<file path="src/hdl/scew_pkg.sv">
// scew_pkg: shared constants, codes and types of the sector chain extent walker
// used by scew_front, scew_back and the top level sector_chain_extent_walker
package scew_pkg;

    localparam int TABLE_DEPTH = 4096;
    localparam int MAX_EXTENTS = 64;
    localparam int TBL_AW      = $clog2(TABLE_DEPTH);
    localparam int EXT_W       = $clog2(MAX_EXTENTS + 1);
    // a walk ends after at most MAX_EXTENTS+1 runs of at most TABLE_DEPTH sectors
    localparam int CNT_W       = $clog2(TABLE_DEPTH * (MAX_EXTENTS + 1)) + 1;
    localparam int OFF_W       = 36;
    localparam int QDEPTH      = 2;
    localparam int QAW         = $clog2(QDEPTH);

    localparam logic [31:0] CHAIN_END = 32'hFFFF_FFFE;

    localparam logic [1:0] FUNC_LOAD   = 2'd0;
    localparam logic [1:0] FUNC_CLEAR  = 2'd1;
    localparam logic [1:0] FUNC_LOCATE = 2'd2;

    localparam logic [2:0] ST_OK      = 3'd0;
    localparam logic [2:0] ST_NEG     = 3'd1;
    localparam logic [2:0] ST_SEEN    = 3'd2;
    localparam logic [2:0] ST_LONG    = 3'd3;
    localparam logic [2:0] ST_BAD_END = 3'd4;
    localparam logic [2:0] ST_SHORT   = 3'd5;
    localparam logic [2:0] ST_RANGE   = 3'd6;
    localparam logic [2:0] ST_MANY    = 3'd7;

    localparam logic [1:0] CFG_SSIZE  = 2'd0;
    localparam logic [1:0] CFG_BASE   = 2'd1;
    localparam logic [1:0] CFG_IGNORE = 2'd2;

    typedef struct packed {
        logic [1:0]        func;
        logic [TBL_AW-1:0] index;
        logic [31:0]       value;     // table entry for a load, start sector for a locate
        logic [30:0]       expected;
        logic [7:0]        mark;
    } t_cmd;

    typedef struct packed {
        logic [4:0]  log2;
        logic [15:0] base;
        logic        ignore;
    } t_cfg;

endpackage

</file>
<file path="src/hdl/scew_front.sv">
// scew_front: accepts input items, drops those with no effect, queues the rest
// depends on scew_pkg
module scew_front (
    input  logic          i_clk,
    input  logic          i_rst_n,
    input  logic          i_in_valid,
    output logic          o_in_ready,
    input  logic [1:0]    i_func,
    input  logic [11:0]   i_entry_index,
    input  logic [31:0]   i_entry_value,
    input  logic [31:0]   i_start_sector,
    input  logic [30:0]   i_expected_size,
    input  logic [7:0]    i_mark,
    input  logic          i_clearing,
    output scew_pkg::t_cmd o_cmd,
    output logic          o_cmd_valid,
    input  logic          i_cmd_pop
);
    import scew_pkg::*;

    t_cmd             r_q [QDEPTH];
    logic [QAW-1:0]   r_wp, r_rp;
    logic [QAW:0]     r_cnt;
    logic             accept, keep, pop;
    t_cmd             cmd_in;

    assign o_in_ready  = (r_cnt != (QAW+1)'(QDEPTH)) && !i_clearing;
    assign accept      = i_in_valid && o_in_ready;
    assign o_cmd_valid = (r_cnt != '0);
    assign o_cmd       = r_q[r_rp];
    assign pop         = i_cmd_pop && o_cmd_valid;

    // func 3 and loads past the table end have no effect
    always_comb begin
        keep = 1'b0;
        if (i_func == FUNC_LOAD) begin
            keep = ({20'b0, i_entry_index} < 32'(TABLE_DEPTH));
        end else if (i_func == FUNC_CLEAR || i_func == FUNC_LOCATE) begin
            keep = 1'b1;
        end
        cmd_in.func     = i_func;
        cmd_in.index    = TBL_AW'(i_entry_index);
        cmd_in.value    = (i_func == FUNC_LOAD) ? i_entry_value : i_start_sector;
        cmd_in.expected = i_expected_size;
        cmd_in.mark     = i_mark;
    end

    always_ff @(posedge i_clk) begin
        if (accept && keep) begin
            r_q[r_wp] <= cmd_in;
        end
        if (!i_rst_n) begin
            r_wp  <= '0;
            r_rp  <= '0;
            r_cnt <= '0;
        end else begin
            if (accept && keep) begin
                r_wp <= r_wp + 1'b1;
            end
            if (pop) begin
                r_rp <= r_rp + 1'b1;
            end
            r_cnt <= r_cnt + (QAW+1)'(accept && keep) - (QAW+1)'(pop);
        end
    end

endmodule

</file>
<file path="config.mk">
export PLATFORM = sky130hd
export DESIGN_NAME = scew_front
export DESIGN_NICKNAME = d
export VERILOG_FILES = /design/src/hdl/scew_pkg.sv /design/src/hdl/scew_front.sv
export SDC_FILE = /design/constraint.sdc
export NUM_CORES = 1
export LEC_CHECK = 0
export BUFFER_PORTS_ARGS = -buffer_cell sky130_fd_sc_hd__clkbuf_2
export CAP_MARGIN = 10
export CORE_MARGIN = 2
export CORE_UTILIZATION = 51
export DETAILED_ROUTE_END_ITERATION = 7
export PLACE_DENSITY = 0.88
export SLEW_MARGIN = 20
export SYNTH_ARGS = -nofsm -noshare
export SYNTH_HDL_FRONTEND = slang
export SYNTH_SLANG_ARGS = --single-unit
</file>
<file path="constraint.sdc">
create_clock -name i_clk -period 7 [get_ports i_clk]
set_input_delay 0.7 -clock i_clk [delete_from_list [all_inputs] [get_ports i_clk]]
set_output_delay 0.7 -clock i_clk [all_outputs]
set_load 0.01 [all_outputs]
</file>
---- Yosys cells after proc, flatten, opt, wreduce, memory -nomap -nowiden ----
Memory sizes are Yosys's and may differ from the RTL's. A register that Yosys moved wholly into a read port is not among the register bits.
Cells that the tools add are included.
word-level totals
  register bits ........................... 4
  bits in writable memories ............... 170
  output and inout port bits .............. 87
  memories kept ........................... 1
memories
  name  depth  bits a word  rd ports  clocked after Yosys merged registers in  write ports  line              text
  r_q   2      85           1         1                                        1            scew_front.sv:21  t_cmd r_q [QDEPTH];
operators by class
  add/subtract/negate cells ............... 4
  equal/unequal tests ..................... 3
  mux-type cells .......................... 7
  reduce and logical (&&, ||, !) cells .... 8
operators by type and width
  kind                                           number
  2-to-1 mux 32 bit                              1
  2-to-1 mux 1 bit                               6
  logical AND 1 bit                              4
  adder 1 bit, second input constant             2
  adder 2 x 1 -> 2 bit                           1
  == test 2 x 1 -> 1 bit, second input constant  1
  == test 2 bit, second input constant           1
  logical NOT 2 bit                              1
  != test 2 bit, second input constant           1
  nonzero test 2 bit                             1
  subtractor 2 x 1 -> 2 bit                      1
  logical NOT 1 bit                              1
  logical OR 1 bit                               1

---- Depth between registers and ports, before layout ----
Gate-level depths: netlist of run 1.
  depth in word-level cells ............... 7
  gate-level depth with buffers ........... 8

---- Least setup slack after synthesis of run 1 ----
No wires, ideal clock.
  path type ............................... input port to flip-flop
  from .................................... input port i_func[0]
  to ...................................... memory r_q[0][0] (netlist name), enable pin
  setup time .............................. 0.529 ns
  arrival ................................. 4.491 ns
  slack ................................... 1.980 ns
  cell stages on the path ................. 3
  path buffers ............................ 0
  path through ............................ nand2_1 > nand4bb_4 > nor2_1
between the ends
  cells in the longest elaborated chain, start to end .. 7
ends and longest elaborated chain
  element                                                  line              text
  start: declaration                                       scew_front.sv:8   input logic [1:0] i_func,
  == test 2 x 1 -> 1 bit or == test 2 bit (tied branches)  scew_front.sv:38  end else if (i_func == FUNC_CLEAR || i_func == FUNC_LOCATE) begin
  logical OR 1 bit                                         scew_front.sv:38
  2-to-1 mux 1 bit                                         scew_front.sv:38
  2-to-1 mux 1 bit *                                       scew_front.sv:36  if (i_func == FUNC_LOAD) begin
  logical AND 1 bit *                                      scew_front.sv:49  if (accept && keep) begin
  2-to-1 mux 1 bit *                                       scew_front.sv:49
  2-to-1 mux 1 bit (not written as such) *                 scew_front.sv:50  r_q[r_wp] <= cmd_in;
  end: declaration                                         scew_front.sv:21
Mark *: on every way between the ends. The rest lies on a longest branch, timed or not.

==> run summary, run 1 <==
status - finished clean
die height - 119 um
endpoint type of the worst setup path - output pin
gr usage total - 17.3%
Post-CTS Hold Fix Bufs - 0
die area - 0.0143 mm2
worst hold path class - primary input to flop
fin cells - 735
Iter 0 DRT Violations - 189
share of cells above drive strength 1 - 56.0%
commonest non-fill, non-tap cell in the layout - clkbuf_2
hold_ws - 475 ps
Yosys cell types - 19
Period minus WS final - 2640 ps
CTS buffer count - 17
Critical Path RT - 6300 ps
Max-Cap Viols - 0
post-synth top area share - 75.1%
Vias - 3697
number of setup violations in the final report - 0
Ys Warns - 0
final wirelength - 12000 um
Vias/cell - 5.03
Hold Vio Cnt, Final - 0
Syn Inst Count - 327
post-route setup TNS - 0 ps
PD cells - 317 mW/mm2
CTS tree - built
Layout Skew - 7.61 ps
CP Data Arrival Time - 1940 ps
placed cells - 703
fin crit share - 37.7%
Worst Max-Slew Pin Slew - 947 ps
# clock sinks - 175
Peak VDD IR - 0.179 mV
# nets final - 671
largest cells by area after synthesis - edfxtp_1 75%, mux2_2 11%, mux2_1 8.6%, dfxtp_1 1.5%, buf_6 0.83%
first-pass GRT wire length - 18700 um
GP Congestion - 0.712
post-CTS setup buffers - 0
fillers - 897
crit-path max FO - 56
flop and latch count out of synthesis - 175
FP Rows - 42
highest clock rate - 379 MHz
clk slew on worst S/H paths - 60 ps
Core Area - 0.0131 mm2
DRT Pass-1 Iters - 4
Seq/Total Area, Yosys - 76.6%
I/O pin count - 209
Clock Latency Late Sink - 410 ps
fin. max-slew vios - 0
syn nets - 451
Avg WL per Cell - 16.3 um
number of diodes - 0
Detailed Place HPWL - 8020 um
mean post-synth cell area - 20.8 um2
total power - 2.75 mW
Die X-Extent - 119 um
post_cts resized - 0
slew margin rel. - 36.9%
CP Launch Type - flop
initial antenna violation count - 0
WS Path Type - flop to output pin
H-tree levels - 4
Pleak - 3.33 nW
Routed Antenna Nets - 0
Remaining DRCs - 0
starting density of the core - 51.7%
Area Growth Syn to Fin - 27.7%
RSZ-0062 raised after global routing - false
CTS Root Cell - clkbuf_16
final core occ - 66.0%
largest area contributor in the synthesized netlist - edfxtp_1
mapped cell area - 0.00679 mm2
GR Overflow Total - 0
vias in the first global route - 4021
Clock Path Buffers - 2
most frequent cells in the layout - 208 x clkbuf_2, 170 x edfxtp_1, 65 x mux2_2
largest net degree at the start of global routing - 86
Port Buffer Count - 208
## logic make-up (layout without fill, tap and decap cells)
kind of cell / after synthesis / count (layout) / synth area share (%)
flops: 175 / 175 / 76.6
fa+ha+maj: 2 / 2 / 0.368
compound gates: 1 / 1 / 0.111
mux: 118 / 118 / 19.5
xor+xnor: 3 / 3 / 0.387
buf+inv: 14 / 246 / 1.60
simple gates: 14 / 14 / 1.38
## final timing paths
kind                         start          to  slack [ps]  depth (start not counted)
setup / recovery              flop   o_cmd[79]        4360                          3
hold / removal    i_entry_index[5]  r_q[0][76]         480                          1
setup reg to reg          r_cnt[1]  r_q[0][31]        4570                          4
hold reg to reg               r_wp        r_wp         520                          2
## final cells by class
cell class              instances  area, um2  area share, %
clock buffers                  19        433           4.99
clock inverters                12        193           2.22
inverters                       2       7.51         0.0865
multi-input cells             138       1500           17.2
flip-flops and latches        175       5210           60.0
well taps                     176        220           2.54
repair buffers                213       1120           12.9
## flip-flops by register name, summed over array words and instances, names as in the netlist, named ones only
name	count
r_rp	1
r_q	170
r_cnt	2
r_wp	1
## critical path, cell delays in order (launching register included)
cell and delay (ps):
dfxtp_4 640, buf_16 330, mux2_2 400, clkbuf_2 130
## report_power, final
| part | internal (mW) | leakage (nW) | total (mW) | switching [mW] |
|---|---|---|---|---|
| logic | 0.249 | 1.42 | 0.501 | 0.251 |
| registers | 1.22 | 1.59 | 1.26 | 0.0400 |
| clock network | 0.629 | 0.310 | 0.985 | 0.356 |
| total | 2.10 | 3.33 | 2.75 | 0.648 |
## stage by stage
step	setup WS [ps]	cell area (um2)
after global routing	4270	8680
after detailed placement	4180	8020
final	4360	8680
after CTS	4110	8650
after global placement	3840	8000
after floorplan	1980	6790
## per-layer routing
layer	GRT usage [%]	wire length, um	up-vias
met1	19.6	4620	1817
met4	6.10	152	0
li1	-	-	1727
met3	4.60	722	15
met5	0	0	-
met2	31.5	6520	138
## synth_stat cells (all sizes together)
| library cell | n |
|---|---|
| inv | 2 |
| nand2 | 3 |
| edfxtp | 170 |
| or2 | 1 |
| o21a | 1 |
| and2 | 2 |
| buf | 12 |
| nand4bb | 1 |
| nor2b | 3 |
| dfxtp | 5 |
| ha | 2 |
| nor2 | 4 |
| mux2i | 1 |
| mux2 | 117 |
| xnor2 | 3 |
(Power assumes the default switching activity.)
==> inputs of run 2 (changes only) <==
--- a/config.mk
+++ b/config.mk
@@ -5,12 +5,13 @@
 export SDC_FILE = /design/constraint.sdc
 export NUM_CORES = 1
 export LEC_CHECK = 0
+export ABC_AREA = 1
 export BUFFER_PORTS_ARGS = -buffer_cell sky130_fd_sc_hd__clkbuf_2
 export CAP_MARGIN = 10
 export CORE_MARGIN = 2
-export CORE_UTILIZATION = 51
+export CORE_UTILIZATION = 46
 export DETAILED_ROUTE_END_ITERATION = 7
-export PLACE_DENSITY = 0.88
+export PLACE_DENSITY = 0.85
 export SLEW_MARGIN = 20
 export SYNTH_ARGS = -nofsm -noshare
 export SYNTH_HDL_FRONTEND = slang
==> constraint.sdc (replaced) <==
create_clock -name i_clk -period 2.4 [get_ports i_clk]
set_input_delay 0.24 -clock i_clk [delete_from_list [all_inputs] [get_ports i_clk]]
set_output_delay 0.24 -clock i_clk [all_outputs]
set_load 0.01 [all_outputs]
==> run 2 against run 1 <==
  * Final cell count up 7.3%
  * Global-route usage down 0.28 points
  * Die area up 10%
  * Largest cell class unchanged
  * Critical path type unchanged
  * Clock power rose to 3.2 times the previous value
==> run summary, run 2 <==
number of diodes - 0 (unchanged)
largest net degree at the start of global routing - 86 (unchanged)
FP Rows - 44 (was 42)
Area Growth Syn to Fin - 34.4% (was 27.7%)
xor and xnor area share after synthesis - 0.129% (was 0.387%)
fillers - 1039 (was 897)
slack of the critical path - 407 ps (was 4360 ps)
WS Path Type - flop to output pin (unchanged)
Hold Vio Cnt, Final - 0 (unchanged)
top flop regs - r_q: 170 flops, r_cnt: 2 flops (unchanged)
gr usage total - 17.0% (was 17.3%)
flop and latch count out of synthesis - 175 (unchanged)
clk slew on worst S/H paths - 70 ps (was 60 ps)
worst hold path class - primary input to flop (unchanged)
Synth Area in Adders - 0.370% (was 0.368%)
CP Data Arrival Time - 1750 ps (was 1940 ps)
Critical Path RT - 2160 ps (was 6300 ps)
final wirelength - 13100 um (was 12000 um)
Max-Cap Viols - 0 (unchanged)
Remaining DRCs - 0 (unchanged)
Post-CTS Hold Fix Bufs - 34 (was 0)
Top FF cell, synth - edfxtp_1 (unchanged)
PD cells - 923 mW/mm2 (was 317 mW/mm2)
Reg with most FFs - r_q (unchanged)
die height - 125 um (was 119 um)
hold worst-path end - r_q[1][32] (was r_q[0][76])
Largest register FFs - 170 (unchanged)
slew margin rel. - 61.8% (was 36.9%)
largest family of logic cells by synthesized area - multiplexers (unchanged)
hold_sp - i_expected_size[24] (was i_entry_index[5])
Vias/cell - 4.85 (was 5.03)
Routed Antenna Nets - 0 (unchanged)
mapped cell area - 0.00677 mm2 (was 0.00679 mm2)
post-synth top area share - 75.4% (was 75.1%)
mux share of post-synthesis cell area - 19.5% (about the same)
commonest non-fill, non-tap cell in the layout - clkbuf_2 (unchanged)
uppermost routed layer - met4 (unchanged)
initial antenna violation count - 0 (unchanged)
crit-path max FO - 85 (was 56)
Top delay family on crit path - buffers and inverters (was flip-flops)
Core Area - 0.0145 mm2 (was 0.0131 mm2)
# nets final - 716 (was 671)
Reg2Reg Depth - 5 (was 4)
Syn Inst Count - 334 (was 327)
CTS tree - built (unchanged)
die area - 0.0157 mm2 (was 0.0143 mm2)
DRT Pass-1 Iters - 4 (unchanged)
I/O pin count - 209 (unchanged)
CTS Root Cell - clkbuf_16 (unchanged)
GR Overflow Total - 0 (unchanged)
Synth Area in Simple Gates - 0.998% (was 1.38%)
post-CTS setup buffers - 0 (unchanged)
vias in the first global route - 4176 (was 4021)
Reg2Reg Setup Slack - 630 ps (was 4570 ps)
Worst Path Buf+Inv - 2 (unchanged)
endpoint type of the worst setup path - output pin (unchanged)
RSZ-0062 raised after global routing - false (unchanged)
Layout Skew - 6.85 ps (was 7.61 ps)
largest cells by area after synthesis - edfxtp_1 75%, mux2_2 11%, mux2_1 8.6%, dfxtp_1 1.5%, buf_6 0.83% (unchanged)
Clock Latency Late Sink - 420 ps (was 410 ps)
cell depth of the worst hold path - 1 (unchanged)
Ys Warns - 0 (unchanged)
starting density of the core - 46.8% (was 51.7%)
Peak VDD IR - 0.602 mV (was 0.179 mV)
syn nets - 458 (was 451)
Synth Area in Compound Gates - 0.333% (was 0.110%)
number of setup violations in the final report - 0 (unchanged)
crit-path cells - buf_12 -> mux2_2 -> clkbuf_2 (was buf_16 -> mux2_2 -> clkbuf_2)
Die X-Extent - 125 um (was 119 um)
number of flops mapped to enable cells by yosys - 170 (unchanged)
post-route setup TNS - 0 ps (unchanged)
pre-CTS WS - 536 ps (was 4180 ps)
reg-to-reg endpoint - r_q[1][20] (was r_q[0][31])
CTS buffer count - 17 (unchanged)
Worst Max-Slew Pin Slew - 573 ps (was 947 ps)
commonest cells in the synthesized netlist - 170 x edfxtp_1, 65 x mux2_2, 52 x mux2_1, 8 x nand2_1, 7 x nor2_1 (was 170 x edfxtp_1, 65 x mux2_2, 52 x mux2_1, 5 x buf_6, 5 x dfxtp_1)
H-tree levels - 4 (unchanged)
GP Congestion - 0.757 (was 0.712)
largest area contributor in the synthesized netlist - edfxtp_1 (unchanged)
Vias - 3830 (was 3697)
Port Buffer Count - 208 (unchanged)
Worst path max stage delay - 400 ps (was 640 ps)
highest clock rate - 502 MHz
Post-synth ARST share - 0% (unchanged)
Iter 0 DRT Violations - 201 (was 189)
Period minus WS final - 1990 ps
Pleak - 3.52 nW (was 3.33 nW)
mean post-synth cell area - 20.3 um2 (was 20.8 um2)
# clock sinks - 175 (unchanged)
CP Launch Type - flop (unchanged)
Detailed Place HPWL - 8460 um (was 8020 um)
post_cts resized - 0 (unchanged)
fin crit share - 83.1%
Seq/Total Area, Yosys - 76.9% (was 76.6%)
Reg-to-Reg Start - r_cnt[0] (was r_cnt[1])
Worst path slowest cell - mux2_2 (was dfxtp_4)
Yosys cell types - 16 (was 19)
most frequent cells in the layout - 208 x clkbuf_2, 170 x edfxtp_1, 65 x mux2_2 (unchanged)
share of cells above drive strength 1 - 52.4% (was 56.0%)
Avg WL per Cell - 16.6 um (was 16.3 um)
Clock Path Buffers - 2 (unchanged)
most common cell in the netlist - edfxtp_1 (unchanged)
met3 WL - 722 um (unchanged)
fin. max-slew vios - 0 (unchanged)
Routed met2 length - 6960 um (was 6520 um)
status - finished clean (unchanged)
DRT met1 WL - 5180 um (was 4620 um)
first-pass GRT wire length - 20500 um (was 18700 um)
==> run 2: cell types whose count changed after synthesis, sizes merged, moves of 2 or more <==
cell,before,now
nor2,4,8
xnor2,3,1
and2,2,0
a21oi,0,3
nand2,3,8
nor2b,3,0
inv,2,6
==> run 2: how the worst max path moves through the flow <==
stage,depth (start not counted),start,endpoint
4_1_cts,3,flop,o_cmd[10]
6_report,3,flop,o_cmd[2]
3_5_place_dp,5,i_func[0],r_q[1][2]
3_3_place_gp,5,i_func[0],r_q[1][8]
5_1_grt,3,flop,o_cmd[39]
2_1_floorplan,4,r_cnt[0],r_q[0][0]
==> run 2: cell type report <==
type                            instances  area (um2)  area share, %
Timing Repair Buffer                  251        1490           16.4
Sequential cell                       175        5210           57.2
Multi-Input combinational cell        141        1470           16.1
Inverter                                6        26.3          0.289
Clock buffer                           17         425           4.67
Clock inverter                         15         253           2.78
Tap cell                              184         230           2.53
==> run 2: cells by family (layout without fill, tap and decap cells) <==
family | count (synthesis) | in the layout
XOR/XNOR | 1 | 1
multiplexers | 117 | 117
AO/OA/AOI/OAI | 4 | 4
flip-flops | 175 | 175
AND/OR/NAND/NOR | 17 | 17
adder cells (fa/ha/maj) | 2 | 2
buffers and inverters | 18 | 289
==> run 2: layer usage <==
metal  vias to the layer above  global-route usage (%)
met4                         0                    5.82
met1                      1849                    19.6
met2                       143                    30.3
met3                        22                    5.13
li1                       1816                       -
met5                         -                       0
==> run 2: stage by stage <==
stage / instances / power (mW) / utilization [%] / hold WS [ps] / area (um2)
floorplan: 334 / 4.72 / - / 333 / 6800
global route: 789 / 8.74 / 62.9 / 0.247 / 9100
CTS: 787 / 8.48 / 62.7 / 0.193 / 9080
finish: 789 / 8.40 / 62.9 / 17.3 / 9100
detailed placement: 721 / 5.32 / 55.7 / 435 / 8060
global placement: 721 / 5.27 / 55.7 / 431 / 8060
==> run 2: where the power goes <==
group	internal (mW)	leakage [nW]	switching [mW]
clock network	1.97	0.327	1.14
logic	0.775	1.60	0.869
registers	3.58	1.59	0.0590
